<file path="config.mk">
export PLATFORM = sky130hd
export DESIGN_NAME = hsv_to_rgb_led_color_top
export DESIGN_NICKNAME = d
export VERILOG_FILES = /design/src/sv/hsvl_pkg.sv /design/src/sv/hsv_to_rgb_led_color_top.sv /design/src/sv/hsvl_front.sv /design/src/sv/hsvl_mix.sv /design/src/sv/hsvl_scale.sv
export SDC_FILE = /design/constraint.sdc
export NUM_CORES = 2
export LEC_CHECK = 0
export ABC_AREA = 1
export BUFFER_PORTS_ARGS = -buffer_cell sky130_fd_sc_hd__buf_2
export CAP_MARGIN = 20
export CORE_MARGIN = 2
export CORE_UTILIZATION = 70
export CTS_CLUSTER_DIAMETER = 40
export DETAILED_ROUTE_END_ITERATION = 8
export PLACE_DENSITY = 0.88
export SLEW_MARGIN = 30
export SYNTH_ARGS = -nofsm -noshare
export SYNTH_HDL_FRONTEND = slang
export SYNTH_SLANG_ARGS = --single-unit
</file>
<file path="constraint.sdc">
create_clock -name clk -period 18.4 [get_ports clk]
set_input_delay 3.68 -clock clk [delete_from_list [all_inputs] [get_ports clk]]
set_output_delay 3.68 -clock clk [all_outputs]
set_load 0.02 [all_outputs]
</file>
<file path="src/sv/hsvl_pkg.sv">
// shared types and constants for the hsv to rgb led colour block
`timescale 1ns / 1ps

package hsvl_pkg;

  // default full-scale channel level
  localparam int MAX_LEVEL_DEF = 255;

  // hue mod 360 via reciprocal: q = (hue * 2912) >> 20, low by at most one
  localparam logic [11:0] HUE_RECIP = 12'd2912;
  localparam int          HUE_SHIFT = 20;
  localparam logic [8:0]  HUE_MOD   = 9'd360;

  // vs / 120 via reciprocal: exact for all 16-bit vs
  localparam logic [17:0] SLOPE_RECIP = 18'd139811;
  localparam int          SLOPE_SHIFT = 24;

  // sector boundaries in degrees
  localparam logic [8:0] DEG_60  = 9'd60;
  localparam logic [8:0] DEG_120 = 9'd120;
  localparam logic [8:0] DEG_180 = 9'd180;
  localparam logic [8:0] DEG_240 = 9'd240;
  localparam logic [8:0] DEG_300 = 9'd300;

  // 60-degree sectors of the hue circle
  localparam logic [2:0] SEC_RED     = 3'd0;
  localparam logic [2:0] SEC_YELLOW  = 3'd1;
  localparam logic [2:0] SEC_GREEN   = 3'd2;
  localparam logic [2:0] SEC_CYAN    = 3'd3;
  localparam logic [2:0] SEC_BLUE    = 3'd4;
  localparam logic [2:0] SEC_MAGENTA = 3'd5;

  typedef struct packed {
    logic [3:0]  led;
    logic [15:0] hue;
    logic [7:0]  sat;
    logic [7:0]  val;
  } hsvl_in_t;

  typedef struct packed {
    logic [3:0]  led;
    logic [2:0]  sector;
    logic [5:0]  rel;
    logic [9:0]  slope;
    logic [15:0] top;
    logic [15:0] bottom;
    logic [15:0] half;
  } hsvl_lvl_t;

  typedef struct packed {
    logic [3:0]  led;
    logic [15:0] red;
    logic [15:0] green;
    logic [15:0] blue;
  } hsvl_raw_t;

  typedef struct packed {
    logic [3:0] led;
    logic [7:0] red;
    logic [7:0] green;
    logic [7:0] blue;
  } hsvl_px_t;

endpackage

</file>
<file path="src/sv/hsv_to_rgb_led_color_top.sv">
// top level of the hsv to rgb led colour converter
`timescale 1ns / 1ps

// Converts an LED index with hue (degrees, any 16-bit value, taken mod 360),
// saturation and value into red, green and blue drive levels of 0..MAX_LEVEL,
// one word per clock while the output keeps taking them, with nothing carried
// between words. The six register stages are hue quotient, hue remainder and
// levels, sector split, ramp product, ramp routing and channel scaling. Each
// stage holds its own valid bit and moves on whenever the stage after it is
// empty or moving, so a stall at the output fills bubbles first and in_tready
// drops only once every stage holds a word.

module hsv_to_rgb_led_color_top #(
  parameter int MAX_LEVEL = hsvl_pkg::MAX_LEVEL_DEF
) (
  input  logic        clk,
  input  logic        rst_n,
  input  logic        in_tvalid,
  output logic        in_tready,
  input  logic [39:0] in_tdata,   // led_index[3:0], hue, saturation, value, zero pad
  output logic        out_tvalid,
  input  logic        out_tready,
  output logic [31:0] out_tdata   // led_out[3:0], red_level, green_level, blue_level
);

  hsvl_pkg::hsvl_in_t  in_word;
  hsvl_pkg::hsvl_lvl_t lvl;
  hsvl_pkg::hsvl_raw_t raw;
  hsvl_pkg::hsvl_px_t  px;
  logic lvl_valid, lvl_ready;
  logic raw_valid, raw_ready;

  assign in_word.led = in_tdata[3:0];
  assign in_word.hue = in_tdata[19:4];
  assign in_word.sat = in_tdata[27:20];
  assign in_word.val = in_tdata[35:28];

  hsvl_front u_front (
    .clk     (clk),
    .rst_n   (rst_n),
    .i_valid (in_tvalid),
    .i_ready (in_tready),
    .i_data  (in_word),
    .o_valid (lvl_valid),
    .o_ready (lvl_ready),
    .o_data  (lvl)
  );

  hsvl_mix u_mix (
    .clk     (clk),
    .rst_n   (rst_n),
    .i_valid (lvl_valid),
    .i_ready (lvl_ready),
    .i_data  (lvl),
    .o_valid (raw_valid),
    .o_ready (raw_ready),
    .o_data  (raw)
  );

  hsvl_scale #(
    .MAX_LEVEL (MAX_LEVEL)
  ) u_scale (
    .clk     (clk),
    .rst_n   (rst_n),
    .i_valid (raw_valid),
    .i_ready (raw_ready),
    .i_data  (raw),
    .o_valid (out_tvalid),
    .o_ready (out_tready),
    .o_data  (px)
  );

  assign out_tdata = {4'd0, px.blue, px.green, px.red, px.led};

endmodule

</file>
<file path="src/sv/hsvl_front.sv">
// hue reduction, sector split and level/slope generation (three stages)
`timescale 1ns / 1ps

module hsvl_front (
  input  logic                clk,
  input  logic                rst_n,
  input  logic                i_valid,
  output logic                i_ready,
  input  hsvl_pkg::hsvl_in_t  i_data,
  output logic                o_valid,
  input  logic                o_ready,
  output hsvl_pkg::hsvl_lvl_t o_data
);

  logic v1_r, v2_r, v3_r;
  logic adv1, adv2, adv3;

  // stage 1: coarse quotient and val*sat
  logic [3:0]  led1_r;
  logic [15:0] hue1_r;
  logic [7:0]  val1_r;
  logic [7:0]  q1_r;
  logic [15:0] vs1_r;
  logic [27:0] hue_prod;
  logic [7:0]  q1_nxt;
  logic [15:0] vs1_nxt;

  // stage 2: reduced hue and levels
  logic [3:0]  led2_r;
  logic [8:0]  h2_r;
  logic [15:0] top2_r, bottom2_r, half2_r;
  logic [9:0]  slope2_r;
  logic [16:0] qx360;
  logic [16:0] rem;
  logic [9:0]  rem_lo;
  logic [9:0]  h_wide;
  logic [8:0]  h2_nxt;
  logic [15:0] top2_nxt;
  logic [33:0] slope_prod;

  // stage 3: sector and position within it
  hsvl_pkg::hsvl_lvl_t lvl3_r;
  hsvl_pkg::hsvl_lvl_t lvl3_nxt;
  logic [8:0]          base;

  assign adv3    = !v3_r || o_ready;
  assign adv2    = !v2_r || adv3;
  assign adv1    = !v1_r || adv2;
  assign i_ready = adv1;
  assign o_valid = v3_r;
  assign o_data  = lvl3_r;

  always_ff @(posedge clk) begin
    if (!rst_n) begin
      v1_r <= 1'b0;
      v2_r <= 1'b0;
      v3_r <= 1'b0;
    end else begin
      if (adv1) v1_r <= i_valid;
      if (adv2) v2_r <= v1_r;
      if (adv3) v3_r <= v2_r;
    end
  end

  assign hue_prod = i_data.hue * hsvl_pkg::HUE_RECIP;
  assign q1_nxt   = hue_prod[hsvl_pkg::HUE_SHIFT +: 8];
  assign vs1_nxt  = i_data.val * i_data.sat;

  always_ff @(posedge clk) begin
    if (adv1) begin
      led1_r <= i_data.led;
      hue1_r <= i_data.hue;
      val1_r <= i_data.val;
      q1_r   <= q1_nxt;
      vs1_r  <= vs1_nxt;
    end
  end

  // remainder lies in 0..719, one correction brings it below 360
  assign qx360      = q1_r * hsvl_pkg::HUE_MOD;
  assign rem        = {1'b0, hue1_r} - qx360;
  assign rem_lo     = rem[9:0];
  assign h_wide     = (rem_lo >= {1'b0, hsvl_pkg::HUE_MOD}) ?
                      (rem_lo - {1'b0, hsvl_pkg::HUE_MOD}) : rem_lo;
  assign h2_nxt     = h_wide[8:0];
  assign top2_nxt   = {val1_r, 8'd0} - {8'd0, val1_r};
  assign slope_prod = vs1_r * hsvl_pkg::SLOPE_RECIP;

  always_ff @(posedge clk) begin
    if (adv2) begin
      led2_r    <= led1_r;
      h2_r      <= h2_nxt;
      top2_r    <= top2_nxt;
      bottom2_r <= top2_nxt - vs1_r;
      half2_r   <= {1'b0, vs1_r[15:1]};
      slope2_r  <= slope_prod[hsvl_pkg::SLOPE_SHIFT +: 10];
    end
  end

  always_comb begin
    lvl3_nxt        = '0;
    lvl3_nxt.led    = led2_r;
    lvl3_nxt.slope  = slope2_r;
    lvl3_nxt.top    = top2_r;
    lvl3_nxt.bottom = bottom2_r;
    lvl3_nxt.half   = half2_r;
    if (h2_r >= hsvl_pkg::DEG_300) begin
      lvl3_nxt.sector = hsvl_pkg::SEC_MAGENTA;
      base            = hsvl_pkg::DEG_300;
    end else if (h2_r >= hsvl_pkg::DEG_240) begin
      lvl3_nxt.sector = hsvl_pkg::SEC_BLUE;
      base            = hsvl_pkg::DEG_240;
    end else if (h2_r >= hsvl_pkg::DEG_180) begin
      lvl3_nxt.sector = hsvl_pkg::SEC_CYAN;
      base            = hsvl_pkg::DEG_180;
    end else if (h2_r >= hsvl_pkg::DEG_120) begin
      lvl3_nxt.sector = hsvl_pkg::SEC_GREEN;
      base            = hsvl_pkg::DEG_120;
    end else if (h2_r >= hsvl_pkg::DEG_60) begin
      lvl3_nxt.sector = hsvl_pkg::SEC_YELLOW;
      base            = hsvl_pkg::DEG_60;
    end else begin
      lvl3_nxt.sector = hsvl_pkg::SEC_RED;
      base            = 9'd0;
    end
    lvl3_nxt.rel = 6'(h2_r - base);
  end

  always_ff @(posedge clk) begin
    if (adv3) begin
      lvl3_r <= lvl3_nxt;
    end
  end

endmodule

</file>
<file path="src/sv/hsvl_mix.sv">
// ramp generation and per-sector channel routing (two stages)
`timescale 1ns / 1ps

module hsvl_mix (
  input  logic                clk,
  input  logic                rst_n,
  input  logic                i_valid,
  output logic                i_ready,
  input  hsvl_pkg::hsvl_lvl_t i_data,
  output logic                o_valid,
  input  logic                o_ready,
  output hsvl_pkg::hsvl_raw_t o_data
);

  logic v4_r, v5_r;
  logic adv4, adv5;

  logic [3:0]  led4_r;
  logic [2:0]  sec4_r;
  logic [15:0] top4_r, bottom4_r, half4_r, run4_r;
  logic [15:0] run4_nxt;

  logic [15:0] ra, rb, rc, rd;
  hsvl_pkg::hsvl_raw_t raw5_r;
  hsvl_pkg::hsvl_raw_t raw5_nxt;

  assign adv5    = !v5_r || o_ready;
  assign adv4    = !v4_r || adv5;
  assign i_ready = adv4;
  assign o_valid = v5_r;
  assign o_data  = raw5_r;

  always_ff @(posedge clk) begin
    if (!rst_n) begin
      v4_r <= 1'b0;
      v5_r <= 1'b0;
    end else begin
      if (adv4) v4_r <= i_valid;
      if (adv5) v5_r <= v4_r;
    end
  end

  assign run4_nxt = i_data.slope * i_data.rel;

  always_ff @(posedge clk) begin
    if (adv4) begin
      led4_r    <= i_data.led;
      sec4_r    <= i_data.sector;
      top4_r    <= i_data.top;
      bottom4_r <= i_data.bottom;
      half4_r   <= i_data.half;
      run4_r    <= run4_nxt;
    end
  end

  // rising and falling ramps, 16-bit wrap
  assign ra = bottom4_r + run4_r;
  assign rb = bottom4_r + half4_r + run4_r;
  assign rc = top4_r - run4_r;
  assign rd = top4_r - half4_r - run4_r;

  always_comb begin
    raw5_nxt     = '0;
    raw5_nxt.led = led4_r;
    case (sec4_r)
      hsvl_pkg::SEC_RED: begin
        raw5_nxt.red = rc;        raw5_nxt.green = ra;        raw5_nxt.blue = bottom4_r;
      end
      hsvl_pkg::SEC_YELLOW: begin
        raw5_nxt.red = rd;        raw5_nxt.green = rb;        raw5_nxt.blue = bottom4_r;
      end
      hsvl_pkg::SEC_GREEN: begin
        raw5_nxt.red = bottom4_r; raw5_nxt.green = rc;        raw5_nxt.blue = ra;
      end
      hsvl_pkg::SEC_CYAN: begin
        raw5_nxt.red = bottom4_r; raw5_nxt.green = rd;        raw5_nxt.blue = rb;
      end
      hsvl_pkg::SEC_BLUE: begin
        raw5_nxt.red = ra;        raw5_nxt.green = bottom4_r; raw5_nxt.blue = rc;
      end
      default: begin
        raw5_nxt.red = rb;        raw5_nxt.green = bottom4_r; raw5_nxt.blue = rd;
      end
    endcase
  end

  always_ff @(posedge clk) begin
    if (adv5) begin
      raw5_r <= raw5_nxt;
    end
  end

endmodule

</file>
<file path="src/sv/hsvl_scale.sv">
// divides each channel by 65535/MAX_LEVEL through a reciprocal multiply
`timescale 1ns / 1ps

module hsvl_scale #(
  parameter int MAX_LEVEL = hsvl_pkg::MAX_LEVEL_DEF
) (
  input  logic                clk,
  input  logic                rst_n,
  input  logic                i_valid,
  output logic                i_ready,
  input  hsvl_pkg::hsvl_raw_t i_data,
  output logic                o_valid,
  input  logic                o_ready,
  output hsvl_pkg::hsvl_px_t  o_data
);

  localparam int SCALE_RAW = 65535 / MAX_LEVEL;
  localparam int SCALE     = (SCALE_RAW == 0) ? 1 : SCALE_RAW;
  localparam int SHIFT     = 16 + $clog2(SCALE);
  localparam logic [63:0] RECIP_W = ((64'd1 << SHIFT) + 64'(SCALE) - 64'd1) / 64'(SCALE);
  localparam logic [17:0] RECIP   = RECIP_W[17:0];

  logic v6_r;
  logic adv6;

  logic [33:0] pr_r, pr_g, pr_b;
  logic [33:0] sh_r, sh_g, sh_b;
  hsvl_pkg::hsvl_px_t px6_r;
  hsvl_pkg::hsvl_px_t px6_nxt;

  assign adv6    = !v6_r || o_ready;
  assign i_ready = adv6;
  assign o_valid = v6_r;
  assign o_data  = px6_r;

  always_ff @(posedge clk) begin
    if (!rst_n) begin
      v6_r <= 1'b0;
    end else if (adv6) begin
      v6_r <= i_valid;
    end
  end

  assign pr_r = i_data.red   * RECIP;
  assign pr_g = i_data.green * RECIP;
  assign pr_b = i_data.blue  * RECIP;
  assign sh_r = pr_r >> SHIFT;
  assign sh_g = pr_g >> SHIFT;
  assign sh_b = pr_b >> SHIFT;

  always_comb begin
    px6_nxt.led   = i_data.led;
    px6_nxt.red   = sh_r[7:0];
    px6_nxt.green = sh_g[7:0];
    px6_nxt.blue  = sh_b[7:0];
  end

  always_ff @(posedge clk) begin
    if (adv6) begin
      px6_r <= px6_nxt;
    end
  end

endmodule

</file>
==> flow_metrics.env <==
export IMPL_status="finished clean"
export IMPL_yosysTopAreaCell="edfxtp_1"
export IMPL_async_reset_ff_share_pct=0
export IMPL_cts_tree="done"
export IMPL_netlist_area_sq_mm=0.03921
export IMPL_clock_sinks=341
export IMPL_r2r_start="u_mix.o_data[45]"
export IMPL_required_ns=14.72
export IMPL_hold_path_depth=0
export IMPL_arrival_ns=6.03
export IMPL_antenna_left=0
export IMPL_finalSetupViolCount=0
export IMPL_relSlewSlack_pct=38.18
export IMPL_hold_path_class="reg2reg"
export IMPL_cts_resized=0
export IMPL_gr_total_overflow=0
export IMPL_min_to="u_mix.half4_r[9]"
export IMPL_synth_area_leaders="edfxtp_1 26%, fa_1 20%, ha_1 19%, nand2_1 8.8%, inv_1 8.8%"
export IMPL_cts_root_buf="clkbuf_16"
export IMPL_synth_top_area_share_pct=25.65
export IMPL_io_buffers=69
export IMPL_clkTransAtPathRegs_ns=0.06
export IMPL_placementRows=86
export IMPL_layout_nets=5510
export IMPL_ys_seq_area_share_pct=25.96
export IMPL_synth_cells=4382
export IMPL_antenna_found_initial=0
export IMPL_period_minus_slack_ns=9.707
export IMPL_clkLatencyLatePin_ns=0.61
export IMPL_worstHoldStart="u_front.o_data[9]"
export IMPL_critical_path_class="in2out"
export IMPL_tightestPinTransition_ns=0.9274
export IMPL_rrSetupSlack_ns=13.04
export IMPL_num_vias=30330
export IMPL_drtIter0Drc=2535
export IMPL_drv_slew=0
export IMPL_yosys_register_bits=341
export IMPL_startpoint_type="input port"
export IMPL_syn_avg_cell_area_sq_um=8.949
export IMPL_cp_max_fo=72
export IMPL_grt_max_degree=73
export IMPL_grt_use_total_pct=34.08
export IMPL_yosys_most_used_dff="edfxtp_1"
export IMPL_synth_distinct_cells=51
export IMPL_endpoint_kind="primary output"
export IMPL_fin_skew_ns=0.03196
export IMPL_cts_hold_buffers=0
export IMPL_coreArea_sq_mm=0.05520
export IMPL_gp_congestion=1.002
export IMPL_synth_commonest_cells="924 x nand2_1, 918 x inv_1, 603 x ha_1"
export IMPL_timing_rr_end="u_scale.o_data[21]"
export IMPL_timing_final_crit_share_pct=52.76
export IMPL_yosysMostFrequentCell="nand2_1"
export IMPL_dieWidth_um=240.7
export IMPL_detail_route_wl_per_cell_um=18.08
export IMPL_die_h_um=240.7
export IMPL_hold_viol_final=0
export IMPL_clockBufferDepth=3
export IMPL_dr_pass1_iters=8
export IMPL_yosysWarnings=0
export IMPL_drive_above_1_share_pct=4.282
export IMPL_fin_tns_setup_ns=0
export IMPL_grt_pass1_vias=30640
export IMPL_ios=78
export IMPL_maxCapViolCount=0
export IMPL_start_util_pct=71.04
export IMPL_cts_setup_buffers=0
export IMPL_hpwl_um=77010
export IMPL_num_antenna_cells=0
export IMPL_fmax_ghz=0.1030
export IMPL_synth_edf_count=335
export IMPL_drc=0
export IMPL_vias_per_cell=5.771
export IMPL_cts_htree_levels=2
export IMPL_grt_pass1_wl_um=153800
export IMPL_syn2layout_area_growth_pct=7.339
export IMPL_reg2reg_depth=18
export IMPL_drt_wl_total_um=95000
export IMPL_die_area_sq_mm=0.05793
export IMPL_numCtsBuffers=50
export IMPL_rsz0062_at_grt="no"
-- per-stage QoR --
stage	hold slack (ns)	area (sq um)	setup slack (ns)	util, %	instances
detailed placement	0.4045	40340	8.721	73.08	5161
floorplan	0.4003	39220	6.096	-	4385
finish	0.4059	42090	8.693	76.25	5255
global route	0.4149	42090	8.486	76.25	5255
global placement	0.4005	40340	8.786	73.08	5161
CTS	0.4061	42090	8.672	76.25	5255
-- cells by family (layout without fill, tap and decap cells) --
| group | after synthesis | in the layout | share of synthesized area [%] |
|---|---|---|---|
| other cells | 1 | 4 | 0.009563 |
| flops | 341 | 341 | 25.96 |
| xor+xnor | 126 | 126 | 2.853 |
| buf+inv | 973 | 1095 | 9.448 |
| simple gates | 1528 | 1528 | 16.21 |
| compound gates | 412 | 412 | 5.960 |
| fa+ha+maj | 1001 | 1001 | 39.56 |
-- critical path, cell delays in order --
cell,delay [ns]
buf_2,0.10
nor2_1,0.10
inv_1,0.04
buf_4,0.26
nor2_1,0.17
inv_2,0.05
nor2_1,0.29
nand2_4,0.06
buf_4,0.38
nor2_1,0.37
nand2_2,0.25
buf_2,0.24
-- registers in the layout, summed over array words and instances, names as in the netlist, 7 cells and up --
name	cells
u_scale.o_data	28
u_front.half2_r	15
u_mix.run4_r	16
u_mix.half4_r	15
u_front.slope2_r	10
u_front.hue1_r	10
u_front.top2_r	16
u_front.h2_r	9
u_front.q1_r	7
u_front.o_data	70
u_front.val1_r	8
u_mix.top4_r	16
u_front.vs1_r	16
u_front.bottom2_r	16
u_mix.bottom4_r	16
u_mix.o_data	52
-- final cells by class --
class                   instances  area [sq um]
clock inverters                36         425.4
repair buffers                 78         412.9
fillers                      3730         13110
well taps                     748         935.9
multi-input cells            3071         25350
clock buffers                  58          1323
flip-flops and latches        341         10180
inverters                     923          3465
-- metal layers --
metal	up-vias	track usage [%]	part of all wire, %
met5	-	0	0
met3	353	5.216	6.9
met1	14390	41.20	38
li1	14290	-	-
met2	1291	59.30	49
met4	0	17.54	5.9
-- cells in the final DEF (no fill, tap or decap), types with 6 or more instances in the layout --
master,Yosys,layout
o21bai_1,14,14
clkbuf_16,0,51
inv_1,918,915
nand4_1,40,40
o31ai_1,6,6
buf_4,9,9
inv_6,0,9
o21ai_0,93,93
inv_2,4,7
nand3b_1,19,19
a21o_1,17,17
o21a_1,9,9
a21boi_0,11,11
buf_2,15,69
ha_1,603,603
a21oi_1,208,208
and2_1,7,7
xor2_1,90,90
nor4_1,7,7
fa_1,398,398
a31oi_1,17,17
nor3_1,26,26
edfxtp_1,335,335
xnor2_1,34,34
nor2_1,235,235
nand3_1,255,255
dfxtp_1,6,6
nand2_1,924,922
inv_8,0,9
-- how the worst max path moves through the flow --
stage | startpoint | to | slack, ns
after floorplan | out_tready | in_tready | 6.10
after global placement | out_tready | in_tready | 8.79
after detailed placement | out_tready | in_tready | 8.72
after CTS | out_tready | in_tready | 8.67
after global routing | out_tready | in_tready | 8.49
final | out_tready | in_tready | 8.69
Power is not shown: default switching activity piles up to over one toggle a cycle in this logic, so the estimate is an artifact.
